### config.mk
export PLATFORM = sky130hd
export DESIGN_NAME = murmur64a_hash_engine_flat
export DESIGN_NICKNAME = d
export VERILOG_FILES = /design/src/sv/murm_pkg.sv /design/src/sv/murm_in_if.sv /design/src/sv/murm_out_if.sv /design/src/sv/murm_mul64.sv /design/src/sv/murm_cfg.sv /design/src/sv/murmur64a_hash_engine.sv /design/src/flat_wrapper.sv
export SDC_FILE = /design/constraint.sdc
export NUM_CORES = 2
export LEC_CHECK = 0
export ABC_CLOCK_PERIOD_IN_PS = 10400
export BUFFER_PORTS_ARGS = -buffer_cell sky130_fd_sc_hd__buf_2
export CAP_MARGIN = 20
export CORE_MARGIN = 2
export CORE_UTILIZATION = 60
export CTS_BUF_LIST = sky130_fd_sc_hd__clkbuf_16
export CTS_CLUSTER_DIAMETER = 120
export CTS_CLUSTER_SIZE = 24
export DETAILED_ROUTE_END_ITERATION = 8
export GPL_TIMING_DRIVEN = 0
export PLACE_DENSITY = 0.79
export SLEW_MARGIN = 0
export SYNTH_ARGS = -nofsm -noshare
export SYNTH_HDL_FRONTEND = slang
export SYNTH_SLANG_ARGS = --single-unit
### constraint.sdc
create_clock -name i_clk -period 10.4 [get_ports i_clk]
set_input_delay 2.08 -clock i_clk [delete_from_list [all_inputs] [get_ports i_clk]]
set_output_delay 2.08 -clock i_clk [all_outputs]
set_load 0.01 [all_outputs]
### src/sv/murm_pkg.sv
// Shared constants, types and helpers for the MurmurHash64A engine.
// No dependencies; imported by every module of the block.
`default_nettype none

package murm_pkg;

    localparam logic [63:0] MixMul    = 64'hc6a4a7935bd1e995;
    localparam int unsigned MixShift  = 47;
    localparam int unsigned TailMax   = 7;

    // Config port
    localparam int unsigned CfgAddrW  = 4;
    localparam int unsigned CfgDataW  = 64;
    localparam logic [CfgAddrW-1:0] AddrHashSeed = 4'h0;

    // Sequencer states, one-hot
    typedef enum logic [8:0] {
        S_IDLE   = 9'b000000001,
        S_SEED_W = 9'b000000010,
        S_BODY   = 9'b000000100,
        S_K1_W   = 9'b000001000,
        S_K2_W   = 9'b000010000,
        S_H_W    = 9'b000100000,
        S_FIN    = 9'b001000000,
        S_FIN_W  = 9'b010000000,
        S_EMIT   = 9'b100000000
    } t_state;

    // Keep the low nb bytes; counts above the tail limit keep the whole word.
    function automatic logic [63:0] byte_mask(input logic [3:0] nb);
        logic [63:0] m;
        m = '0;
        for (int b = 0; b < 8; b++) begin
            if (4'(b) < nb) begin
                m[8*b +: 8] = 8'hff;
            end
        end
        if (nb > 4'(TailMax)) begin
            m = '1;
        end
        return m;
    endfunction

    function automatic logic [63:0] xor_shift(input logic [63:0] v);
        return v ^ (v >> MixShift);
    endfunction

endpackage

`default_nettype wire

### src/sv/murm_in_if.sv
// Input channel: message words with byte count and framing flags.
// No dependencies.
`default_nettype none

interface murm_in_if;
    logic        valid;
    logic        ready;
    logic [63:0] data_word;
    logic [3:0]  valid_bytes;
    logic        first_word;
    logic        last_word;
    logic [30:0] message_length;

    modport source (output valid, data_word, valid_bytes, first_word, last_word,
                    message_length, input ready);
    modport sink   (input valid, data_word, valid_bytes, first_word, last_word,
                    message_length, output ready);
endinterface

`default_nettype wire

### src/sv/murm_out_if.sv
// Output channel: finalized 64-bit hash.
// No dependencies.
`default_nettype none

interface murm_out_if;
    logic        valid;
    logic        ready;
    logic [63:0] hash_value;

    modport source (output valid, hash_value, input ready);
    modport sink   (input valid, hash_value, output ready);
endinterface

`default_nettype wire

### src/sv/murm_mul64.sv
// Shared 64x64 (low half) multiplier by the mix constant, built from one
// 32x32 multiplier used in turn for the low product and the two cross terms. Depends on murm_pkg.
`default_nettype none

module murm_mul64 (
    input  wire logic        i_clk,
    input  wire logic        i_rst_n,
    input  wire logic        i_start,
    input  wire logic [63:0] i_a,
    output logic      [63:0] o_prod,
    output logic             o_done
);
    import murm_pkg::*;

    localparam logic [1:0] StepLo    = 2'd0;
    localparam logic [1:0] StepHiA   = 2'd1;
    localparam logic [1:0] StepHiM   = 2'd2;

    logic [63:0] r_a;
    logic [63:0] r_acc;
    logic [1:0]  r_step;
    logic        r_busy;
    logic        r_done;

    logic [31:0] mul_x;
    logic [31:0] mul_y;
    logic [63:0] mul_p;

    // lo*lo, then the two cross terms into the upper half
    assign mul_x = (r_step == StepHiA) ? r_a[63:32] : r_a[31:0];
    assign mul_y = (r_step == StepHiM) ? MixMul[63:32] : MixMul[31:0];
    assign mul_p = 64'(mul_x) * 64'(mul_y);

    always_ff @(posedge i_clk) begin
        if (!i_rst_n) begin
            r_busy <= 1'b0;
            r_done <= 1'b0;
            r_step <= StepLo;
        end else begin
            r_done <= 1'b0;
            if (i_start) begin
                r_busy <= 1'b1;
                r_step <= StepLo;
            end else if (r_busy) begin
                r_step <= r_step + 2'd1;
                if (r_step == StepHiM) begin
                    r_busy <= 1'b0;
                    r_done <= 1'b1;
                end
            end
        end
    end

    always_ff @(posedge i_clk) begin
        if (i_start) begin
            r_a <= i_a;
        end else if (r_busy) begin
            if (r_step == StepLo) begin
                r_acc <= mul_p;
            end else begin
                r_acc <= r_acc + {mul_p[31:0], 32'd0};
            end
        end
    end

    assign o_prod = r_acc;
    assign o_done = r_done;

endmodule

`default_nettype wire

### src/sv/murm_cfg.sv
// APB-style register port holding the 64-bit hash seed.
// Depends on murm_pkg.
`default_nettype none

module murm_cfg (
    input  wire logic                          i_clk,
    input  wire logic                          i_rst_n,
    input  wire logic                          psel,
    input  wire logic                          penable,
    input  wire logic                          pwrite,
    input  wire logic [murm_pkg::CfgAddrW-1:0] paddr,
    input  wire logic [murm_pkg::CfgDataW-1:0] pwdata,
    output logic      [murm_pkg::CfgDataW-1:0] prdata,
    output logic                               pready,
    output logic      [63:0]                   o_seed
);
    import murm_pkg::*;

    logic [63:0] r_seed;

    assign pready = 1'b1;

    always_ff @(posedge i_clk) begin
        if (!i_rst_n) begin
            r_seed <= '0;
        end else if (psel && penable && pwrite && (paddr == AddrHashSeed)) begin
            r_seed <= pwdata;
        end
    end

    assign prdata = (paddr == AddrHashSeed) ? r_seed : '0;
    assign o_seed = r_seed;

endmodule

`default_nettype wire

### src/sv/murmur64a_hash_engine.sv
// channel   dir   handshake      word
// i_in      in    valid/ready    data_word, valid_bytes, first/last, length
// o_out     out   valid/ready    hash_value
// cfg       in    APB, pready=1  hash_seed at byte address 0
//
// One word at a time, each 64-bit multiply run on the shared 32x32 multiplier.
// A full word takes three multiplies, a tail one and an empty word none; a first
// word adds one (seed), a last word one more (finalize) and the output load.
// Synchronous active-low reset clears the running hash and the sequencer.
// A result waits in the output register; a following last word stalls only
// if that register is still full when its own hash is ready.
// Depends on murm_pkg, murm_in_if, murm_out_if, murm_mul64, murm_cfg.
`default_nettype none

module murmur64a_hash_engine (
    input  wire logic                          i_clk,
    input  wire logic                          i_rst_n,
    murm_in_if.sink                            i_in,
    murm_out_if.source                         o_out,
    input  wire logic                          psel,
    input  wire logic                          penable,
    input  wire logic                          pwrite,
    input  wire logic [murm_pkg::CfgAddrW-1:0] paddr,
    input  wire logic [murm_pkg::CfgDataW-1:0] pwdata,
    output logic      [murm_pkg::CfgDataW-1:0] prdata,
    output logic                               pready
);
    import murm_pkg::*;

    t_state      r_state, n_state;
    logic [63:0] r_h, n_h;
    logic [63:0] r_word, n_word;
    logic        r_full, n_full;
    logic        r_empty, n_empty;
    logic        r_last, n_last;
    logic [63:0] r_hash, n_hash;
    logic        r_ov, n_ov;

    logic        mul_go;
    logic [63:0] mul_a;
    logic [63:0] mul_p;
    logic        mul_done;
    logic [63:0] seed;
    logic        in_acc;

    murm_cfg u_cfg (
        .i_clk   (i_clk),
        .i_rst_n (i_rst_n),
        .psel    (psel),
        .penable (penable),
        .pwrite  (pwrite),
        .paddr   (paddr),
        .pwdata  (pwdata),
        .prdata  (prdata),
        .pready  (pready),
        .o_seed  (seed)
    );

    murm_mul64 u_mul (
        .i_clk   (i_clk),
        .i_rst_n (i_rst_n),
        .i_start (mul_go),
        .i_a     (mul_a),
        .o_prod  (mul_p),
        .o_done  (mul_done)
    );

    assign i_in.ready      = (r_state == S_IDLE);
    assign in_acc          = i_in.valid && i_in.ready;
    assign o_out.valid     = r_ov;
    assign o_out.hash_value = r_hash;

    always_comb begin
        n_state = r_state;
        n_h     = r_h;
        n_word  = r_word;
        n_full  = r_full;
        n_empty = r_empty;
        n_last  = r_last;
        n_hash  = r_hash;
        n_ov    = r_ov && !o_out.ready;
        mul_go  = 1'b0;
        mul_a   = r_h;
        case (r_state)
            S_IDLE: begin
                if (in_acc) begin
                    n_word  = i_in.data_word & byte_mask(i_in.valid_bytes);
                    n_full  = (i_in.valid_bytes > 4'(TailMax));
                    n_empty = (i_in.valid_bytes == 4'd0);
                    n_last  = i_in.last_word;
                    if (i_in.first_word) begin
                        mul_go  = 1'b1;
                        mul_a   = {33'd0, i_in.message_length};
                        n_state = S_SEED_W;
                    end else begin
                        n_state = S_BODY;
                    end
                end
            end
            S_SEED_W: begin
                if (mul_done) begin
                    n_h     = seed ^ mul_p;
                    n_state = S_BODY;
                end
            end
            S_BODY: begin
                if (r_full) begin
                    mul_go  = 1'b1;
                    mul_a   = r_word;
                    n_state = S_K1_W;
                end else if (r_empty) begin
                    n_state = r_last ? S_FIN : S_IDLE;
                end else begin
                    // tail: xor in the masked bytes, multiply once
                    mul_go  = 1'b1;
                    mul_a   = r_h ^ r_word;
                    n_state = S_H_W;
                end
            end
            S_K1_W: begin
                if (mul_done) begin
                    mul_go  = 1'b1;
                    mul_a   = xor_shift(mul_p);
                    n_state = S_K2_W;
                end
            end
            S_K2_W: begin
                if (mul_done) begin
                    mul_go  = 1'b1;
                    mul_a   = r_h ^ mul_p;
                    n_state = S_H_W;
                end
            end
            S_H_W: begin
                if (mul_done) begin
                    n_h     = mul_p;
                    n_state = r_last ? S_FIN : S_IDLE;
                end
            end
            S_FIN: begin
                mul_go  = 1'b1;
                mul_a   = xor_shift(r_h);
                n_state = S_FIN_W;
            end
            S_FIN_W: begin
                if (mul_done) begin
                    n_state = S_EMIT;
                end
            end
            S_EMIT: begin
                // product stays in the multiplier until the next start
                if (!r_ov || o_out.ready) begin
                    n_hash  = xor_shift(mul_p);
                    n_ov    = 1'b1;
                    n_state = S_IDLE;
                end
            end
            default: begin
                n_state = S_IDLE;
            end
        endcase
    end

    always_ff @(posedge i_clk) begin
        if (!i_rst_n) begin
            r_state <= S_IDLE;
            r_h     <= '0;
            r_ov    <= 1'b0;
        end else begin
            r_state <= n_state;
            r_h     <= n_h;
            r_ov    <= n_ov;
        end
    end

    always_ff @(posedge i_clk) begin
        r_word  <= n_word;
        r_full  <= n_full;
        r_empty <= n_empty;
        r_last  <= n_last;
        r_hash  <= n_hash;
    end

`ifndef ASSERT_OFF
    a_first_seeds: assert property (@(posedge i_clk) disable iff (!i_rst_n)
        in_acc && i_in.first_word |=> r_state == S_SEED_W)
        else $error("first word did not start seeding");

    a_done_waiting: assert property (@(posedge i_clk) disable iff (!i_rst_n)
        mul_done |-> (r_state == S_SEED_W || r_state == S_K1_W
                      || r_state == S_K2_W || r_state == S_H_W
                      || r_state == S_FIN_W))
        else $error("multiplier finished outside a wait state");

    a_result_from_emit: assert property (@(posedge i_clk) disable iff (!i_rst_n)
        $rose(r_ov) |-> $past(r_state == S_EMIT))
        else $error("result loaded outside emit");

    a_no_start_busy: assert property (@(posedge i_clk) disable iff (!i_rst_n)
        mul_go |=> !mul_done ##1 !mul_done)
        else $error("multiplier done too early");
`endif

endmodule

`default_nettype wire
### src/flat_wrapper.sv
// flat-port wrapper written by rule: the top's interface ports become plain ports
module murmur64a_hash_engine_flat import murm_pkg::*;
  (i_clk, i_rst_n, psel, penable, pwrite, paddr, pwdata, prdata, pready, i_in_valid, i_in_data_word, i_in_valid_bytes, i_in_first_word, i_in_last_word, i_in_message_length, i_in_ready, o_out_valid, o_out_hash_value, o_out_ready);
  murm_in_if i_in_i ();
  murm_out_if o_out_i ();
  input  wire logic i_clk;
  input  wire logic i_rst_n;
  input  wire logic psel;
  input  wire logic penable;
  input  wire logic pwrite;
  input  wire logic [murm_pkg::CfgAddrW-1:0] paddr;
  input  wire logic [murm_pkg::CfgDataW-1:0] pwdata;
  output logic      [murm_pkg::CfgDataW-1:0] prdata;
  output logic pready;
  input wire logic [$bits(i_in_i.valid)-1:0] i_in_valid;
  input wire logic [$bits(i_in_i.data_word)-1:0] i_in_data_word;
  input wire logic [$bits(i_in_i.valid_bytes)-1:0] i_in_valid_bytes;
  input wire logic [$bits(i_in_i.first_word)-1:0] i_in_first_word;
  input wire logic [$bits(i_in_i.last_word)-1:0] i_in_last_word;
  input wire logic [$bits(i_in_i.message_length)-1:0] i_in_message_length;
  output wire logic [$bits(i_in_i.ready)-1:0] i_in_ready;
  output wire logic [$bits(o_out_i.valid)-1:0] o_out_valid;
  output wire logic [$bits(o_out_i.hash_value)-1:0] o_out_hash_value;
  input wire logic [$bits(o_out_i.ready)-1:0] o_out_ready;
  assign i_in_i.valid = i_in_valid;
  assign i_in_i.data_word = i_in_data_word;
  assign i_in_i.valid_bytes = i_in_valid_bytes;
  assign i_in_i.first_word = i_in_first_word;
  assign i_in_i.last_word = i_in_last_word;
  assign i_in_i.message_length = i_in_message_length;
  assign i_in_ready = i_in_i.ready;
  assign o_out_valid = o_out_i.valid;
  assign o_out_hash_value = o_out_i.hash_value;
  assign o_out_i.ready = o_out_ready;
  murmur64a_hash_engine u_core (.i_clk(i_clk), .i_rst_n(i_rst_n), .i_in(i_in_i), .o_out(o_out_i), .psel(psel), .penable(penable), .pwrite(pwrite), .paddr(paddr), .pwdata(pwdata), .prdata(prdata), .pready(pready));
endmodule
Word level (Yosys, flattened, before mapping):

Index checks and enable logic that the tools add are counted.

* $add $sub $neg: 2
* multiply operators: 1
* div/mod/pow operators: 0
* magnitude comparators: 9
* eq/ne operators: 18
* shift operators: 0
* mux-type cells: 49
* bitwise gates (word level): 9
* reductions and logical operators: 20

Operators by type and width (count)
* two-way mux 64 bit: 13
* one-hot mux 64 bit (5 select lines): 1
* XOR 64 bit: 3
* one-hot mux 64 bit (2 select lines): 1
* XOR 64 x 17 -> 64 bit: 2
* two-way mux 9 bit: 9
* one-hot mux 9 bit (9 select lines): 1
* adder 64 bit: 1
* AND 64 bit: 1
* multiplier 32 x 32 -> 64 bit: 1
* two-way mux 32 bit: 2
* two-way mux 8 bit: 8
* < comparator 3 x 4 -> 1 bit (first input constant): 4
* inequality test 2 bit (second input constant): 6
* two-way mux 1 bit: 11
* equality test 9 x 1 -> 1 bit (second input constant): 1
* equality test 9 x 2 -> 1 bit (second input constant): 1
* equality test 9 x 3 -> 1 bit (second input constant): 1
* equality test 9 x 4 -> 1 bit (second input constant): 1
* equality test 9 x 5 -> 1 bit (second input constant): 1
* equality test 9 x 6 -> 1 bit (second input constant): 1
* equality test 9 x 7 -> 1 bit (second input constant): 1
* equality test 9 x 8 -> 1 bit (second input constant): 1
* equality test 9 bit (second input constant): 1
* other kinds (22): 35

* register bits after elaboration: 401
* bits in latches: 0
* bits in writable memories: 0
* memory bits (read-only): 0
* input bits: 176
* output and inout bits: 131
* memories kept: 0

Logic depth before layout (Yosys ltp):

* word-level depth: 6
* mapped depth: 40
* mapped depth without buffers: 36

Hierarchy:

Synthesis repeated with hierarchy kept, for this count alone.

* cell total of the unflattened synthesis: 4762
* area total of the unflattened synthesis: 46478.3 µm²

Modules (own cells, without submodules)
* murm_mul64: instances 1, cells an instance 2994, area each 30829.6 µm²
* murmur64a_hash_engine: instances 1, cells an instance 1416, area each 12593.3 µm²
* murm_cfg: instances 1, cells an instance 352, area each 3055.4 µm²

Least setup slack after synthesis:

OpenSTA, ideal clock, no wires.

* path type: flip-flop to flip-flop
* start: register u_core.u_mul.r_step[1]
* end: register u_core.u_mul.r_acc[63] (netlist: u_core.u_mul.o_prod[63]) (data pin)
* library setup time: 275 ps
* arrival time: 9262 ps
* required time: 10125 ps
* setup slack: 863 ps
* stages on the path, launching flop included: 35
* buffers on the path: 5
* clock period less this slack: 9537 ps
* path through: dfxtp_1 inv_1 ha_1 clkbuf_1 clkbuf_1 clkbuf_1 mux2i_1 nor2_1 ha_1 inv_1 fa_1 inv_1 fa_1 inv_1 fa_1 inv_1 fa_1 fa_1 fa_1 fa_1 ha_1 clkbuf_1 nand4_1 or3_1 o32a_1 and2_1 xnor2_1 ha_1 clkbuf_1 a21o_1 a21oi_1 o21ai_0 a21oi_1 xnor2_1 mux2i_1

* cells in the longest elaborated chain, start to end: 5
* elaborated cells between the ends (all ways): 8
* classes of those cells: 1 x add/sub; 1 x mul; 2 x eq/ne; 3 x mux; 1 x reduce/logical

Ends and longest elaborated chain
* from (decl): RTL line murm_mul64.sv:21 `logic [1:0] r_step;`
* from (signal assigned): RTL line murm_mul64.sv:38 `r_step <= StepLo;`
* from (signal assigned): RTL line murm_mul64.sv:43 `r_step <= StepLo;`
* from (signal assigned): RTL line murm_mul64.sv:45 `r_step <= r_step + 2'd1;`
* equality test 2 x 1 -> 1 bit or equality test 2 bit (tied branches): RTL line murm_mul64.sv:30, murm_mul64.sv:31
* two-way mux 32 bit (on tied branches): RTL line murm_mul64.sv:30, murm_mul64.sv:31
* multiplier 32 x 32 -> 64 bit: RTL line murm_mul64.sv:32 `assign mul_p = 64'(mul_x) * 64'(mul_y);`
* adder 64 bit: RTL line murm_mul64.sv:61 `r_acc <= r_acc + {mul_p[31:0], 32'd0};`
* two-way mux 64 bit (*): RTL line murm_mul64.sv:58 `if (r_step == StepLo) begin`
* to (signal assigned): RTL line murm_mul64.sv:59 `r_acc <= mul_p;`
* to (signal assigned): RTL line murm_mul64.sv:61
* to (decl): RTL line murm_mul64.sv:20 `logic [63:0] r_acc;`

Every way passes the cells marked *; elsewhere a longest branch is shown, timed or not.
A chain may end at the register's enable or synchronous reset.

Final worst setup path:

Same ends and word-level chain as after synthesis.

==> impl_metrics.yaml <==
sta:
  max_freq_mhz: 97.77
  slew_violations: 0
  tightest_slew_ns: 1.158
  skew_ns: 0.02753
  fin_crit_sh: 0.9835
  slew_headroom: 0.2264
  fin_crit_ns: 10.23
  setup_viol: 0
  finalHoldViolCount: 0
logic_synthesis:
  synth_seq_cells: 401
  synthCells: 4793
  synth_edf_count: 259
  synth-main-ff-cell: "edfxtp_1"
  async_flop_share: 0
  ys_seq_area_frac: 0.2307
  synth_warnings: 0
  synthDistinctLibCells: 79
  synth_area_sq_mm: 0.04604
  synth_area_per_cell_sq_um: 9.606
critical_path:
  cp-start-kind: "flip-flop"
  cp_slowest_cell: "fa_1"
  cp-end-kind: "flip-flop"
  cpMostUsedCell: "fa_1"
  crit_family: "adder cells"
  path_max_fanout: 10
  critPathBufInv: 9
  max_stage_delay_ns: 0.66
  crit_type: "reg2reg"
  crit_required_ns: 10.71
  worstPathArrival_ns: 10.53
floorplanning:
  die-area_sq_mm: 0.07897
  io_pins: 307
  rows: 101
  fp.coreArea_sq_mm: 0.07595
  die_y_um: 281.0
  initial_utilization: 0.6062
  die_w_um: 281.0
drt:
  drc: 0
  first_pass_iters: 6
  num_vias: 38876
  drt_iter0_drc: 4942
  wirelength_mm: 167.7
  wl_per_cell_um: 26.84
  ant_nets: 0
  viasPerCell: 6.220
global_routing:
  grt_start_max_net_pins: 42
  antenna_found_initial: 7
  grt_util_all_layers: 0.4292
  grt_pass1_wl_mm: 245.4
  grt_pass1_vias: 37772
  overflow: 0
clock_network:
  cts_tree: "yes"
  cts_buffer_depth: 3
  htree_levels: 1
  clkLatencyLatePin_ns: 0.58
  clock-sinks: 401
  cts.clk_slew.worst_paths_ns: 0.11
  cts_buffers: 20
  cts-root-buf: "clkbuf_16"
flow_run:
  drv_cap: 0
layout:
  nNetsFinal: 6426
  final_common_cell: "inv_1"
  nFillCells: 6170
  stdcell_area_sq_mm: 0.05081
  area_delta_synth_final_pct: 10.36
  layout_common_cells: "inv_1, fa_1, ha_1"
  drive_above_1_share: 0.1123
placement:
  portBuffers: 304
  dpl_cell_area_sq_mm: 0.04915
  gp_congestion: 1.042
  dp_hpwl_mm: 139.3
hold_path:
  holdCritPathClass: "reg2reg"
outcome:
  status: "finished, final reports clean"
-- registers in the layout, summed over array words and instances, names as in the netlist --
| register | flops |
|---|---|
| u_core.u_mul.o_done | 1 |
| u_core.u_cfg.o_seed | 64 |
| u_core.u_mul.r_step | 2 |
| u_core.r_empty | 1 |
| u_core.u_mul.r_a | 64 |
| u_core.o_out.hash_value | 64 |
| u_core.r_full | 1 |
| u_core.r_state | 9 |
| u_core.r_word | 64 |
| u_core.o_out.valid | 1 |
| u_core.r_last | 1 |
| u_core.u_mul.o_prod | 64 |
| u_core.r_h | 64 |
| u_core.u_mul.r_busy | 1 |
-- tightest hold or removal path: stages (launching register included) --
cell      delay, ns
dfxtp_1        0.33
nand2_1        0.05
a21boi_0       0.06
-- what timing repair did --
action / in CTS / in global routing
hold buffers: 0 / 0
pin swaps: 2 / 3
hold endpoints to repair: 0 / 0
setup buffers: 15 / 50
setup endpoints to repair: 39 / 9
resized for setup: 75 / 70
-- path summary, 6_finish.rpt --
path | start | to | slack [ns] | depth (start not counted)
worst max-delay path | u_core.u_mul.r_step[1]$_SDFFE_PP0P_ | u_core.u_mul.o_prod[63]$_DFFE_PP_ | 0.17 | 33
worst min-delay path | u_core.u_cfg.o_seed[50]$_SDFFE_PN0P_ | u_core.u_cfg.o_seed[50]$_SDFFE_PN0P_ | 0.48 | 2
worst max register to register | u_core.u_mul.r_step[1]$_SDFFE_PP0P_ | u_core.u_mul.o_prod[63]$_DFFE_PP_ | 0.17 | 33
worst min register to register | u_core.u_cfg.o_seed[50]$_SDFFE_PN0P_ | u_core.u_cfg.o_seed[50]$_SDFFE_PN0P_ | 0.48 | 2
-- final cells by class --
class                   count  area, sq um  area share
multi-input cells        3375        32030      0.6304
flip-flops and latches    401        10620      0.2090
inverters                 800         3073     0.06047
repair buffers            392         2317     0.04560
well taps                1030         1289     0.02536
plain buffers             213        888.4     0.01748
clock buffers              21        525.5     0.01034
clock inverters            15        61.31    0.001207
diodes                      3        7.507   0.0001477
-- kinds of logic (layout without fill, tap and decap cells) --
family          Yosys count  after routing  synth area share
compound gates          982            982            0.1391
buf+inv                1019           1441           0.08389
xor+xnor                214            214           0.04071
fa+ha+maj              1047           1047            0.3835
flops                   401            401            0.2307
simple gates           1073           1073            0.1097
other cells               2              7         0.0001631
mux                      55             55           0.01231
-- synth_stat cells, types with 29 or more instances --
master    count  share of area
inv_1       794          0.065
o211ai_1     51         0.0083
xnor2_1      80          0.015
xor2_1      134          0.025
a21oi_1     307          0.033
o21ai_0     193          0.021
a211oi_1     50         0.0082
a21boi_0     67          0.011
buf_1        29         0.0024
nor2b_1      58         0.0079
mux2i_1      42         0.0091
o211a_1      66          0.014
and2_1      133          0.018
nor2_1      197          0.016
dfxtp_1     142          0.062
ha_1        440           0.12
nand2_1     421          0.034
fa_1        607           0.26
a211o_1      40         0.0076
edfxtp_1    259           0.17
nor3_1       34         0.0037
a21o_1       71          0.012
clkbuf_1    167          0.014
nand3_1     111          0.012
-- per-stage QoR --
stage               setup TNS, ns  hold slack, ns  cells    util  worst slack, ns
CTS                             0          0.4815   6198  0.6604          0.01194
global placement           -45.47          0.4662   6129  0.6433           -2.733
finish                          0          0.4841   6250  0.6691           0.1719
floorplan                       0          0.4244   4795       -           0.8630
global route             -0.02756          0.5058   6247  0.6690         -0.02355
detailed placement         -31.86          0.4678   6149  0.6472           -1.918
-- layer usage --
layer,up-vias,wire (um),GRT usage
li1,16657,-,-
met1,19287,67130,0.6165
met2,2525,70420,0.6236
met3,407,22610,0.1221
met4,0,7578,0.1453
met5,-,0,0
Power is not shown: default switching activity piles up to over one toggle a cycle in this logic, so the estimate is an artifact.
